===== src/rtl/rsml_pkg.sv =====
package rsml_pkg;

    // Parser phase of the record stream
    typedef enum logic [2:0] {
        PH_BANK    = 3'd0,
        PH_OFFSET  = 3'd1,
        PH_LENGTH  = 3'd2,
        PH_DATA    = 3'd3,
        PH_SPECIAL = 3'd4,
        PH_DRAIN   = 3'd5
    } phase_t;

    // Command codes of a result item
    typedef enum logic [2:0] {
        CMD_BANK    = 3'd0,
        CMD_ADDR    = 3'd1,
        CMD_DATA    = 3'd2,
        CMD_INTEN   = 3'd3,
        CMD_DONE    = 3'd4,
        CMD_BADSPEC = 3'd5,
        CMD_TRUNC   = 3'd6
    } cmd_t;

    localparam logic [7:0] INTEN_VALUE  = 8'h32;
    localparam logic [7:0] SPECIAL_IRQ  = 8'h01;
    localparam logic [7:0] BANK_MASK    = 8'h1F;

    // At most three results follow from one input byte
    localparam int unsigned MAX_RES = 3;
    localparam int unsigned CNT_W   = 2;

    typedef struct packed {
        cmd_t       command;
        logic [7:0] value;
        logic       burst_end;
    } result_t;

    typedef struct packed {
        result_t [MAX_RES-1:0] slot;
        logic [CNT_W-1:0]      count;
    } bundle_t;

    function automatic result_t make_result(cmd_t cmd, logic [7:0] val, logic bend);
        result_t r;
        r.command   = cmd;
        r.value     = val;
        r.burst_end = bend;
        return r;
    endfunction

endpackage


===== src/rtl/rsml_stream_if.sv =====
interface rsml_stream_if;
    logic       valid;
    logic       ready;
    logic [7:0] stream_byte;
    logic       stream_last;

    modport source (output valid, output stream_byte, output stream_last, input ready);
    modport sink   (input valid, input stream_byte, input stream_last, output ready);
endinterface


===== src/rtl/rsml_result_if.sv =====
interface rsml_result_if;
    logic              valid;
    logic              ready;
    rsml_pkg::cmd_t    command;
    logic [7:0]        value;
    logic              burst_end;
    logic              run_last;

    modport source (output valid, output command, output value, output burst_end,
                    output run_last, input ready);
    modport sink   (input valid, input command, input value, input burst_end,
                    input run_last, output ready);
endinterface


===== src/rtl/rsml_parser.sv =====
module rsml_parser #(
    parameter int unsigned BURST_MAX = 16
) (
    input  logic               clk,
    input  logic               rst_n,
    input  logic               accept,
    input  logic [7:0]         stream_byte,
    input  logic               stream_last,
    output rsml_pkg::bundle_t  bundle
);
    localparam int unsigned BC_W = $clog2(BURST_MAX + 1);

    rsml_pkg::phase_t phase_reg, phase_next;
    logic [7:0]       bank_reg, bank_next;
    logic [7:0]       addr_reg, addr_next;
    logic [7:0]       left_reg, left_next;
    logic [BC_W-1:0]  burst_reg, burst_next;

    logic [BC_W-1:0]  burst_inc;
    logic [7:0]       left_dec;
    logic [7:0]       addr_inc;
    logic [7:0]       bank_inc;
    logic             bend;

    assign burst_inc = burst_reg + BC_W'(1);
    assign left_dec  = left_reg - 8'd1;
    assign addr_inc  = addr_reg + 8'd1;
    assign bank_inc  = bank_reg + 8'd1;
    assign bend      = (burst_inc >= BC_W'(BURST_MAX)) || (left_dec == 8'd0)
                       || (addr_inc == 8'd0);

    // Next state
    always_comb
    begin
        phase_next = phase_reg;
        bank_next  = bank_reg;
        addr_next  = addr_reg;
        left_next  = left_reg;
        burst_next = burst_reg;
        unique case (phase_reg)
            rsml_pkg::PH_BANK:
            begin
                bank_next  = stream_byte;
                phase_next = stream_last ? rsml_pkg::PH_BANK : rsml_pkg::PH_OFFSET;
            end
            rsml_pkg::PH_OFFSET:
            begin
                addr_next  = stream_byte;
                phase_next = stream_last ? rsml_pkg::PH_BANK : rsml_pkg::PH_LENGTH;
            end
            rsml_pkg::PH_LENGTH:
            begin
                if (stream_last)
                begin
                    phase_next = rsml_pkg::PH_BANK;
                end
                else if (stream_byte != 8'd0)
                begin
                    left_next  = stream_byte;
                    burst_next = '0;
                    phase_next = rsml_pkg::PH_DATA;
                end
                else
                begin
                    phase_next = rsml_pkg::PH_SPECIAL;
                end
            end
            rsml_pkg::PH_SPECIAL:
            begin
                if (stream_byte == rsml_pkg::SPECIAL_IRQ || stream_last)
                    phase_next = rsml_pkg::PH_BANK;
                else
                    phase_next = rsml_pkg::PH_DRAIN;
            end
            rsml_pkg::PH_DATA:
            begin
                addr_next = addr_inc;
                left_next = left_dec;
                if (left_dec == 8'd0 || stream_last)
                begin
                    phase_next = rsml_pkg::PH_BANK;
                    left_next  = 8'd0;
                    burst_next = '0;
                end
                else if (bend)
                begin
                    if (addr_inc == 8'd0)
                        bank_next = bank_inc;
                    burst_next = '0;
                end
                else
                begin
                    burst_next = burst_inc;
                end
            end
            default:
            begin
                phase_next = stream_last ? rsml_pkg::PH_BANK : rsml_pkg::PH_DRAIN;
            end
        endcase
    end

    // Results caused by the current byte
    always_comb
    begin
        bundle = '0;
        unique case (phase_reg) inside
            rsml_pkg::PH_BANK, rsml_pkg::PH_OFFSET:
            begin
                if (stream_last)
                begin
                    bundle.slot[0] = rsml_pkg::make_result(rsml_pkg::CMD_TRUNC, 8'd0, 1'b0);
                    bundle.count   = 2'd1;
                end
            end
            rsml_pkg::PH_LENGTH:
            begin
                if (stream_last)
                begin
                    bundle.slot[0] = rsml_pkg::make_result(rsml_pkg::CMD_TRUNC, 8'd0, 1'b0);
                    bundle.count   = 2'd1;
                end
                else if (stream_byte != 8'd0)
                begin
                    bundle.slot[0] = rsml_pkg::make_result(rsml_pkg::CMD_BANK,
                                         bank_reg & rsml_pkg::BANK_MASK, 1'b0);
                    bundle.slot[1] = rsml_pkg::make_result(rsml_pkg::CMD_ADDR, addr_reg, 1'b0);
                    bundle.count   = 2'd2;
                end
            end
            rsml_pkg::PH_SPECIAL:
            begin
                if (stream_byte == rsml_pkg::SPECIAL_IRQ)
                begin
                    bundle.slot[0] = rsml_pkg::make_result(rsml_pkg::CMD_INTEN,
                                         rsml_pkg::INTEN_VALUE, 1'b0);
                    bundle.slot[1] = rsml_pkg::make_result(rsml_pkg::CMD_DONE, 8'd0, 1'b0);
                    bundle.count   = stream_last ? 2'd2 : 2'd1;
                end
                else
                begin
                    bundle.slot[0] = rsml_pkg::make_result(rsml_pkg::CMD_BADSPEC,
                                         stream_byte, 1'b0);
                    bundle.count   = 2'd1;
                end
            end
            rsml_pkg::PH_DATA:
            begin
                bundle.slot[0] = rsml_pkg::make_result(rsml_pkg::CMD_DATA, stream_byte, bend);
                bundle.count   = 2'd1;
                if (left_dec == 8'd0)
                begin
                    if (stream_last)
                    begin
                        bundle.slot[1] = rsml_pkg::make_result(rsml_pkg::CMD_DONE, 8'd0, 1'b0);
                        bundle.count   = 2'd2;
                    end
                end
                else if (stream_last)
                begin
                    bundle.slot[1] = rsml_pkg::make_result(rsml_pkg::CMD_TRUNC, 8'd0, 1'b0);
                    bundle.count   = 2'd2;
                end
                else if (bend)
                begin
                    // Reselect; the bank steps when the address wrapped
                    bundle.slot[1] = rsml_pkg::make_result(rsml_pkg::CMD_BANK,
                                         ((addr_inc == 8'd0) ? bank_inc : bank_reg)
                                         & rsml_pkg::BANK_MASK, 1'b0);
                    bundle.slot[2] = rsml_pkg::make_result(rsml_pkg::CMD_ADDR, addr_inc, 1'b0);
                    bundle.count   = 2'd3;
                end
            end
            default:
            begin
                bundle = '0;
            end
        endcase
    end

    always_ff @(posedge clk or negedge rst_n)
    begin
        if (!rst_n)
        begin
            phase_reg <= rsml_pkg::PH_BANK;
            bank_reg  <= 8'd0;
            addr_reg  <= 8'd0;
            left_reg  <= 8'd0;
            burst_reg <= '0;
        end
        else if (accept)
        begin
            phase_reg <= phase_next;
            bank_reg  <= bank_next;
            addr_reg  <= addr_next;
            left_reg  <= left_next;
            burst_reg <= burst_next;
        end
    end

endmodule


===== src/rtl/rsml_emitter.sv =====
module rsml_emitter (
    input  logic                clk,
    input  logic                rst_n,
    input  logic                load,
    input  rsml_pkg::bundle_t   bundle,
    output logic                take,
    rsml_result_if.source       result
);
    rsml_pkg::result_t [rsml_pkg::MAX_RES-1:0] slot_reg;
    logic [rsml_pkg::CNT_W-1:0]                count_reg;
    logic [rsml_pkg::CNT_W-1:0]                idx_reg;
    logic                                      pop;
    logic                                      final_pop;

    assign result.valid     = (count_reg != '0);
    assign result.command   = slot_reg[idx_reg].command;
    assign result.value     = slot_reg[idx_reg].value;
    assign result.burst_end = slot_reg[idx_reg].burst_end;
    assign result.run_last  = (idx_reg == count_reg - 2'd1);

    assign pop       = result.valid && result.ready;
    assign final_pop = pop && result.run_last;
    // Take a new byte once the held results are gone or the last one leaves now
    assign take      = (count_reg == '0) || final_pop;

    always_ff @(posedge clk)
    begin
        if (load)
            slot_reg <= bundle.slot;
    end

    always_ff @(posedge clk or negedge rst_n)
    begin
        if (!rst_n)
        begin
            count_reg <= '0;
            idx_reg   <= '0;
        end
        else if (load)
        begin
            count_reg <= bundle.count;
            idx_reg   <= '0;
        end
        else if (final_pop)
        begin
            count_reg <= '0;
            idx_reg   <= '0;
        end
        else if (pop)
        begin
            idx_reg <= idx_reg + 2'd1;
        end
    end

endmodule


===== src/rtl/record_stream_memory_loader.sv =====
// Channel   Modport         Payload                                  Handshake
// stream    rsml_stream_if  stream_byte[7:0], stream_last            valid/ready
// result    rsml_result_if  command[2:0], value[7:0], burst_end,     valid/ready
//                           run_last
//
// Each accepted byte is parsed at once; its zero to three results sit in a result
// register from the next cycle and leave one per cycle while the result side is
// ready; data bytes in a burst flow at one per cycle, boundaries add results.
// Reset (rst_n, async, active low) returns the parser to the bank byte of a record
// with bank, address, length and burst count at zero.
// A stalled result side holds the register; stream ready drops until the last held
// result is taken, and a new byte may enter in that same cycle.
module record_stream_memory_loader #(
    parameter int unsigned BURST_MAX = 16
) (
    input  logic          clk,
    input  logic          rst_n,
    rsml_stream_if.sink   stream,
    rsml_result_if.source result
);
    rsml_pkg::bundle_t bundle;
    logic              take;
    logic              accept;

    // A byte is taken when the result register is free or draining this cycle
    assign stream.ready = take;
    assign accept       = stream.valid && take;

    rsml_parser #(
        .BURST_MAX (BURST_MAX)
    ) u_parser (
        .clk         (clk),
        .rst_n       (rst_n),
        .accept      (accept),
        .stream_byte (stream.stream_byte),
        .stream_last (stream.stream_last),
        .bundle      (bundle)
    );

    // Hold the results of the last byte and hand them out in order
    rsml_emitter u_emitter (
        .clk    (clk),
        .rst_n  (rst_n),
        .load   (accept),
        .bundle (bundle),
        .take   (take),
        .result (result)
    );

endmodule


===== src/flat_wrapper.sv =====
// flat-port wrapper written by rule: the top's interface ports become plain ports
module record_stream_memory_loader_flat 
#(
    parameter int unsigned BURST_MAX = 16
)
  (clk, rst_n, stream_valid, stream_stream_byte, stream_stream_last, stream_ready, result_valid, result_command, result_value, result_burst_end, result_run_last, result_ready);
  rsml_stream_if stream_i ();
  rsml_result_if result_i ();
  input  logic clk;
  input  logic rst_n;
  input wire logic [$bits(stream_i.valid)-1:0] stream_valid;
  input wire logic [$bits(stream_i.stream_byte)-1:0] stream_stream_byte;
  input wire logic [$bits(stream_i.stream_last)-1:0] stream_stream_last;
  output wire logic [$bits(stream_i.ready)-1:0] stream_ready;
  output wire logic [$bits(result_i.valid)-1:0] result_valid;
  output wire logic [$bits(result_i.command)-1:0] result_command;
  output wire logic [$bits(result_i.value)-1:0] result_value;
  output wire logic [$bits(result_i.burst_end)-1:0] result_burst_end;
  output wire logic [$bits(result_i.run_last)-1:0] result_run_last;
  input wire logic [$bits(result_i.ready)-1:0] result_ready;
  assign stream_i.valid = stream_valid;
  assign stream_i.stream_byte = stream_stream_byte;
  assign stream_i.stream_last = stream_stream_last;
  assign stream_ready = stream_i.ready;
  assign result_valid = result_i.valid;
  assign result_command = result_i.command;
  assign result_value = result_i.value;
  assign result_burst_end = result_i.burst_end;
  assign result_run_last = result_i.run_last;
  assign result_i.ready = result_ready;
  record_stream_memory_loader #(.BURST_MAX(BURST_MAX)) u_core (.clk(clk), .rst_n(rst_n), .stream(stream_i), .result(result_i));
endmodule

===== config.mk =====
export PLATFORM = sky130hd
export DESIGN_NAME = record_stream_memory_loader_flat
export DESIGN_NICKNAME = d
export VERILOG_FILES = /design/src/rtl/rsml_pkg.sv /design/src/rtl/rsml_stream_if.sv /design/src/rtl/rsml_result_if.sv /design/src/rtl/rsml_parser.sv /design/src/rtl/rsml_emitter.sv /design/src/rtl/record_stream_memory_loader.sv /design/src/flat_wrapper.sv
export SDC_FILE = /design/constraint.sdc
export NUM_CORES = 1
export LEC_CHECK = 0
export ABC_AREA = 1
export ABC_CLOCK_PERIOD_IN_PS = 3550
export BUFFER_PORTS_ARGS = -buffer_cell sky130_fd_sc_hd__buf_2
export CAP_MARGIN = 25
export CELL_PAD_IN_SITES_DETAIL_PLACEMENT = 2
export CELL_PAD_IN_SITES_GLOBAL_PLACEMENT = 2
export CORE_ASPECT_RATIO = 0.5
export CORE_MARGIN = 2
export CORE_UTILIZATION = 39
export DETAILED_ROUTE_END_ITERATION = 16
export PLACE_DENSITY_LB_ADDON = 0.1
export SETUP_SLACK_MARGIN = 0.02
export SYNTH_ARGS = -nofsm -noshare
export SYNTH_HDL_FRONTEND = slang
export SYNTH_SLANG_ARGS = --single-unit

===== constraint.sdc =====
create_clock -name clk -period 3.55 [get_ports clk]
set_input_delay 0.5325 -clock clk [delete_from_list [all_inputs] [get_ports clk]]
set_output_delay 0.5325 -clock clk [all_outputs]
set_load 0.01 [all_outputs]

# == After elaboration in Yosys (flattened, before gate mapping) ==
# Cells that the tools add are included.
# totals
elab_cells,111
input_bits,13
ff_bits,72
output_inout_bits,15
# op_classes
n_eq_ne,12
n_mux,45
magnitude_cmp,2
reduce_logical,27
n_bitwise,2
n_addsub,6
# ops
cell,count
$mux 12,5
$pmux 14 s4,1
$mux 8,6
$pmux 8 s2,3
$mux 14,3
$pmux 12 s3,1
$bmux 12 s2,1
$mux 24,1
$mux 22,1
$mux 2,10
$mux 5,4
$add 8x1->8 const B,2
$logic_not 8->1,2
$mux 3,5
$pmux 3 s5,1
$ne 2x2->1 const B,6
$mux 10,1
$pmux 5 s2,1
$reduce_bool 2->1,5
$eq 8x1->1 const B,1
$reduce_and 4->1,2
$reduce_bool 8->1,1
$sub 8x1->8 const B,1
$eq 3x2->1 const B,2
20 further kinds,28

# == Logic depth before layout (Yosys ltp) ==
# Gate-level depths: netlist (run 1).
# depth
ltp_word,9
depth_mapped,15
depth_no_buf,15

# == By module ==
# From an unflattened synthesis (run 1), not the netlist that was laid out.
# hier_totals
hier_cells,493
area_unflattened_um2,4013.8
# by_module_without_submodules
mod,cells_each,n_inst,area_each_um2
rsml_parser,362,1,2409.8
rsml_emitter,129,1,1596.5
record_stream_memory_loader,2,1,7.5

# == Worst setup path after synthesis (run 1) ==
# Ideal clock, no wire load.
# synth_timing
path_type,reg-to-reg
start,register u_core.u_emitter.count_reg[0] (netlist name)
end,register u_core.u_parser.addr_reg[5]
synth_period_minus_slack_ns,2.311
stages_incl_launch_ff,14
arrival_time_ns,2.182
path_slack_ns,1.239
setup_ns,0.129
cell_sequence,dfrtp_1 -> inv_1 -> ha_1 -> xor2_1 -> o21ai_1 -> inv_1 -> nand2_1 -> nand2_2 -> nand2_4 -> inv_2 -> nand2_1 -> inv_2 -> buf_4 -> o21ai_0
# synth_via
elab_chain_len,6
word_cells_on_any_way,9
classes_between,1 x add/sub; 1 x eq/ne; 7 x reduce/logical
# synth_lines
element,line,rtl
"start, declared",rsml_emitter.sv:10,logic [rsml_pkg::CNT_W-1:0] count_reg;
"start signal, assigned",rsml_emitter.sv:41,count_reg <= bundle.count;
$sub 2x1->2,rsml_emitter.sv:19,assign result.run_last = (idx_reg == count_reg - 2'd1);
$eq 2x2->1,rsml_emitter.sv:19,
net result_run_last,flat_wrapper.sv:19,output wire logic [$bits(result_i.run_last)-1:0] result_run_last;
$logic_and 1x1->1,rsml_emitter.sv:22,assign final_pop = pop && result.run_last;
$logic_or 1x1->1,rsml_emitter.sv:24,assign take = (count_reg == '0) || final_pop;
net stream_ready,flat_wrapper.sv:14,output wire logic [$bits(stream_i.ready)-1:0] stream_ready;
$logic_and 1x1->1,record_stream_memory_loader.sv:27,assign accept = stream.valid && take;
net u_core.accept,record_stream_memory_loader.sv:23,logic accept;
$reduce_and 2->1 (no source line),--,
"end signal, assigned",rsml_parser.sv:195,addr_reg <= addr_next;
"end, declared",rsml_parser.sv:15,"logic [7:0] addr_reg, addr_next;"
# The timed path passes the listed nets, and every way through them passes these cells.
# A chain may end at the register's enable or synchronous reset.

# == Worst setup path in the final report (run 1) ==
# layout_timing
start,register u_core.u_emitter.idx_reg[0] (netlist name)
end,output result_value[4]
# layout_via
elab_chain_len,2
# layout_lines
element,line,rtl
"start, declared",rsml_emitter.sv:11,logic [rsml_pkg::CNT_W-1:0] idx_reg;
"start signal, assigned",rsml_emitter.sv:51,idx_reg <= idx_reg + 2'd1;
$bmux 12 s2,rsml_emitter.sv:17,assign result.value = slot_reg[idx_reg].value;
$mux 12,--,
"end, declared",flat_wrapper.sv:17,output wire logic [$bits(result_i.value)-1:0] result_value;
# No other way between the ends. The select of a mux whose other input is x is not followed.

==> results.cfg, run 1 <==
[route]
ant_nets = 0
num_vias = 3484
viasPerCell = 5.34
drt-pass1-iter-count = 4
finalWirelength_mm = 13.2
drtIter0Drc = 196
wl_per_cell_um = 20.3
drcViolationCount = 0

[floorplan]
die_w_um = 144
die-area_mm2 = 0.0106
num_rows = 25
boundaryPins = 28
core_area_mm2 = 0.00945
die_h_um = 73.8
start_util = 0.402

[worst_setup_path]
critPathRequiredTime_ns = 3.02
cp.arrival_ns = 2.05
path_buf_inv = 2
critPathKind = flop to output port
crit_slowest_cell = nor2_1
slowest_delay_ns = 0.76
cp-end-kind = output port
cp-start-kind = flop
cp_max_fo = 12
cp_top_family = simple AND/OR/NAND/NOR gates
path_cells = inv_1, nor2_1, nand2_1, nand3_1, buf_2

[global_route]
grtUsageTotal = 0.274
grt_pass1_wl_mm = 21.2
grt_pass1_vias = 3745
antenna_found_initial = 0
grt_start_max_net_pins = 34
gr-total-overflow = 0

[synth]
synth_top_area_cell = edfxtp_1
syn_nets = 502
synthesis.area_mm2 = 0.00380
yosysWarnings = 0
yosysTopAreaCellShare = 0.253
synth_cell_types = 37
synth_seq_cells = 65
synth_area_leaders = edfxtp_1 25%, dfrtp_1 22%, nand2_1 13%
synth.avg_cell_area_um2 = 7.88
synth_cells = 482
seq_area_frac_synth = 0.471

[cts]
worstSkewPairLatency_ns = 0.33
cts_buffers = 9
cts_sinks = 65
cts_max_path_buffers = 2
h-tree-depth = 3
clkTransAtPathRegs_ns = 0.06
clock_tree.root_cell = clkbuf_16
post_cts.resized_instances = 0
tritoncts = done
post-cts-setup-buffer-count = 0
cts_hold_buf = 0

[sta]
setup_violations = 0
post-route-min-period_ns = 2.58
fin_tns_setup_ns = 0
worstMarginPinSlew_ns = 0.986
hold_violations = 0
fin_crit_sh = 0.727
grt_setup_unrepaired = no
relSlewSlack = 0.340
finalClockSkew_ns = 0.00720
timing.fmax_mhz = 387
slew_violations = 0

[min_path]
hold_path_class = input port to asynchronous set/reset pin

[placement]
hpwl_mm = 9.68
finalWeightedCongestion = 0.830
io_buffer_count = 27

[layout]
antennaDiodeCount = 0
drive_gt1_frac = 0.133
fillers = 1095
syn_to_final_growth_pct = 14.9
largest_reg_flops = 32
nets = 533
layout_common_cells = 132 x nand2_1, 64 x inv_1, 57 x nor2_1
fin_util = 0.462
layout_commonest_cell = nand2_1

[pwr]
total_power_uw = 3890
p_per_area_mw_per_mm2 = 892
vdd_drop_max_uv = 286
leakagePower_uw = 0.00206

[flow_run]
cap_violations = 0

[status]
status = finished clean
==> Yosys cell counts (all sizes together) <==
master and number:
dfrtp 33, inv 68, a31oi 6, nand2 138, a22o 2, o221ai 2, edfxtp 32, xor2 6
nor3 3, clkbuf 5, o22ai 11, o2111ai 1, xnor2 1, o21ai 25, and2 1, nand3b 2
ha 7, nand4 8, a21oi 7, nor2 66, o21bai 1, or2 2, nand3 51, buf 4
==> report_power, final <==
part	internal, uW	leakage [uW]	total (uW)	switching (uW)
logic	504	0.00119	1660	1150
registers	1110	0.000725	1340	234
clock network	561	0.000146	891	329
total	2170	0.00206	3890	1720
==> kinds of logic (layout without fill, tap and decap cells) <==
kind of cell	count (synthesis)	after routing	synth area share
AND/OR/NAND/NOR	271	271	0.325
buffers and inverters	77	112	0.0804
flip-flops	65	65	0.471
AO/OA/AOI/OAI	55	55	0.0847
adder cells (fa/ha/maj)	7	7	0.0231
XOR/XNOR	7	7	0.0162
==> layer usage <==
| layer | up-vias | part of all wire | global-route usage |
|---|---|---|---|
| met5 | - | 0 | 0 |
| met4 | 0 | 0.0060 | 0.0523 |
| met3 | 8 | 0.033 | 0.0508 |
| met2 | 52 | 0.48 | 0.470 |
| met1 | 1783 | 0.48 | 0.369 |
| li1 | 1641 | - | - |
==> path summary, 6_finish.rpt <==
check                                         startpoint                             to  slack (ns)  cells after the start
max reg2reg                u_core.u_emitter.count_reg[0]    u_core.u_parser.addr_reg[5]        1.03                     13
max                          u_core.u_emitter.idx_reg[0]                result_value[4]        0.97                      5
max in group asynchronous                          rst_n    u_core.u_parser.addr_reg[0]        2.69                      1
min in group clk           u_core.u_emitter.count_reg[1]  u_core.u_emitter.count_reg[1]        0.50                      2
min                                                rst_n   u_core.u_parser.burst_reg[1]        0.31                      1
min reg2reg                u_core.u_emitter.count_reg[1]  u_core.u_emitter.count_reg[1]        0.50                      2
==> metrics by stage <==
stage	hold WS (ns)	cells	setup slack (ns)	instance area [um2]
floorplan	0.237	482	1.24	3800
global placement	0.475	637	1.22	4070
detailed placement	0.496	637	1.10	4070
CTS	0.341	652	0.960	4360
global route	0.353	652	0.778	4360
finish	0.307	652	0.969	4360
==> layout make-up <==
| type | instances | area (um2) | share of cell area |
|---|---|---|---|
| well taps | 135 | 169 | 0.0387 |
| inverters | 68 | 258 | 0.0591 |
| repair buffers | 29 | 150 | 0.0344 |
| clock buffers | 11 | 243 | 0.0556 |
| multi-input cells | 340 | 1700 | 0.391 |
| clock inverters | 4 | 52.6 | 0.0120 |
| flip-flops and latches | 65 | 1790 | 0.410 |
(Power assumes the default switching activity.)
==> inputs of run 2 (changes only) <==
ABC_CLOCK_PERIOD_IN_PS = 2700   (was 3550)
CORE_UTILIZATION = 36   (was 39)
clock period = 2.7 ns   (was 3.55 ns; I/O delays follow)
==> run 2 against run 1 <==
Against the previous run:
- register-to-register slack lost 0.70 ns
- clock skew about the same
- setup slack got worse by 0.64 ns
- largest cell class unchanged
==> results.cfg, run 2 (synthesis gave the netlist of run 1 again) <==
[floorplan]
boundaryPins = 28
core_area_mm2 = 0.0102
start_util = 0.370
die_h_um = 76.6
die-area_mm2 = 0.0114
num_rows = 26
die_w_um = 149

[cts]
post-cts-setup-buffer-count = 0
h-tree-depth = 3
cts_sinks = 65
post_cts.resized_instances = 0
clock_tree.root_cell = clkbuf_16
cts_hold_buf = 0
worstSkewPairLatency_ns = 0.34
cts_max_path_buffers = 2
tritoncts = done
clkTransAtPathRegs_ns = 0.06
cts_buffers = 9

[route]
drtIter0Drc = 160
drt-pass1-iter-count = 4
finalWirelength_mm = 13.1
viasPerCell = 5.14
drcViolationCount = 0
ant_nets = 0
wl_per_cell_um = 19.7
num_vias = 3405

[sta]
fin_tns_setup_ns = 0
fin_crit_sh = 0.878
finalClockSkew_ns = 0.00701
hold_violations = 0
grt_setup_unrepaired = no
setup_violations = 0
relSlewSlack = 0.431
post-route-min-period_ns = 2.37
slew_violations = 0
worstMarginPinSlew_ns = 0.853
timing.fmax_mhz = 422

[worst_setup_path]
cp.arrival_ns = 2.45
cp-start-kind = flop
critPathKind = flop to flop
cp_max_fo = 14
cp-end-kind = flop
critPathRequiredTime_ns = 2.78

[flow_run]
cap_violations = 0

[layout]
syn_to_final_growth_pct = 17.6
largest_reg_flops = 32
drive_gt1_frac = 0.145
antennaDiodeCount = 0
layout_commonest_cell = nand2_1
final_area_mm2 = 0.00446
nets = 538
layout_common_cells = 132 x nand2_1, 64 x inv_1, 57 x nor2_1

[pwr]
vdd_drop_max_uv = 331
leakagePower_uw = 0.00211
p_per_area_mw_per_mm2 = 1200

[global_route]
grt_start_max_net_pins = 34
antenna_found_initial = 0
grtUsageTotal = 0.249
gr-total-overflow = 0
grt_pass1_vias = 3830
grt_pass1_wl_mm = 21.4

[placement]
hpwl_mm = 9.88
finalWeightedCongestion = 0.845
io_buffer_count = 27
placedInstanceArea_mm2 = 0.00411

[min_path]
hold_path_class = input port to asynchronous set/reset pin

[status]
status = finished clean
[run 2: cell types whose count changed in the layout (fill, tap and decap cells not counted), sizes merged]
| cell | previous run | this run |
|---|---|---|
| buf | 29 | 34 |
| inv | 69 | 70 |
| clkbuf | 11 | 9 |
| clkinv | 2 | 1 |
| bufinv | 1 | 3 |
| clkinvlp | 0 | 1 |
[run 2: final timing paths]
kind / from / endpoint / slack (ns) / depth (start not counted)
min in group clk: stream_stream_last / u_core.u_emitter.slot_reg[22] / 0.47 / 3
max reg2reg: u_core.u_parser.left_reg[0] / u_core.u_emitter.slot_reg[14] / 0.33 / 13
max in group asynchronous: rst_n / u_core.u_parser.left_reg[4] / 1.99 / 1
max: u_core.u_parser.left_reg[0] / u_core.u_emitter.slot_reg[14] / 0.33 / 13
min: rst_n / u_core.u_parser.burst_reg[0] / 0.17 / 1
min reg2reg: u_core.u_parser.burst_reg[4] / u_core.u_parser.burst_reg[4] / 0.53 / 2
[run 2: stage by stage]
step	power [uW]	worst slack [ns]	utilization	cells	hold WS, ns
after detailed placement	3970	0.373	0.401	647	0.482
after floorplan	3140	0.389	-	482	0.109
after global routing	5770	0.144	0.436	663	0.234
final	5360	0.330	0.436	663	0.173
after CTS	5420	0.302	0.436	663	0.208
after global placement	3870	0.470	0.401	647	0.470
[run 2: routing by layer]
metal / global-route usage / vias to the layer above / wire, um
met2: 0.399 / 47 / 6040
met1: 0.350 / 1701 / 6550
li1: - / 1647 / -
met3: 0.0467 / 10 / 351
met5: 0 / - / 0
met4: 0.0552 / 0 / 147
[run 2: report_power, final]
part	switching (uW)	internal (uW)
Sequential	303	1460
Combinational	1500	695
Clock	496	914
Total	2300	3070
[run 2: cell type report]
cell class | instances | area, um2
clock inverters | 7 | 126
clock buffers | 9 | 225
fillers | 1188 | 5780
repair buffers | 34 | 188
well taps | 140 | 175
inverters | 68 | 258
flip-flops and latches | 65 | 1790
multi-input cells | 340 | 1700
[run 2: critical path, cell delays in order, from the launching register on]
cell and delay (ns):
dfrtp_1 0.40, inv_1 0.17, ha_1 0.24, inv_1 0.05
nor2_1 0.16, nand3_1 0.10, nand2_1 0.07, nand2_1 0.06
nor2_1 0.17, nand3_4 0.15, nand2_4 0.13, inv_4 0.09
nand2_4 0.18, o21ai_0 0.13
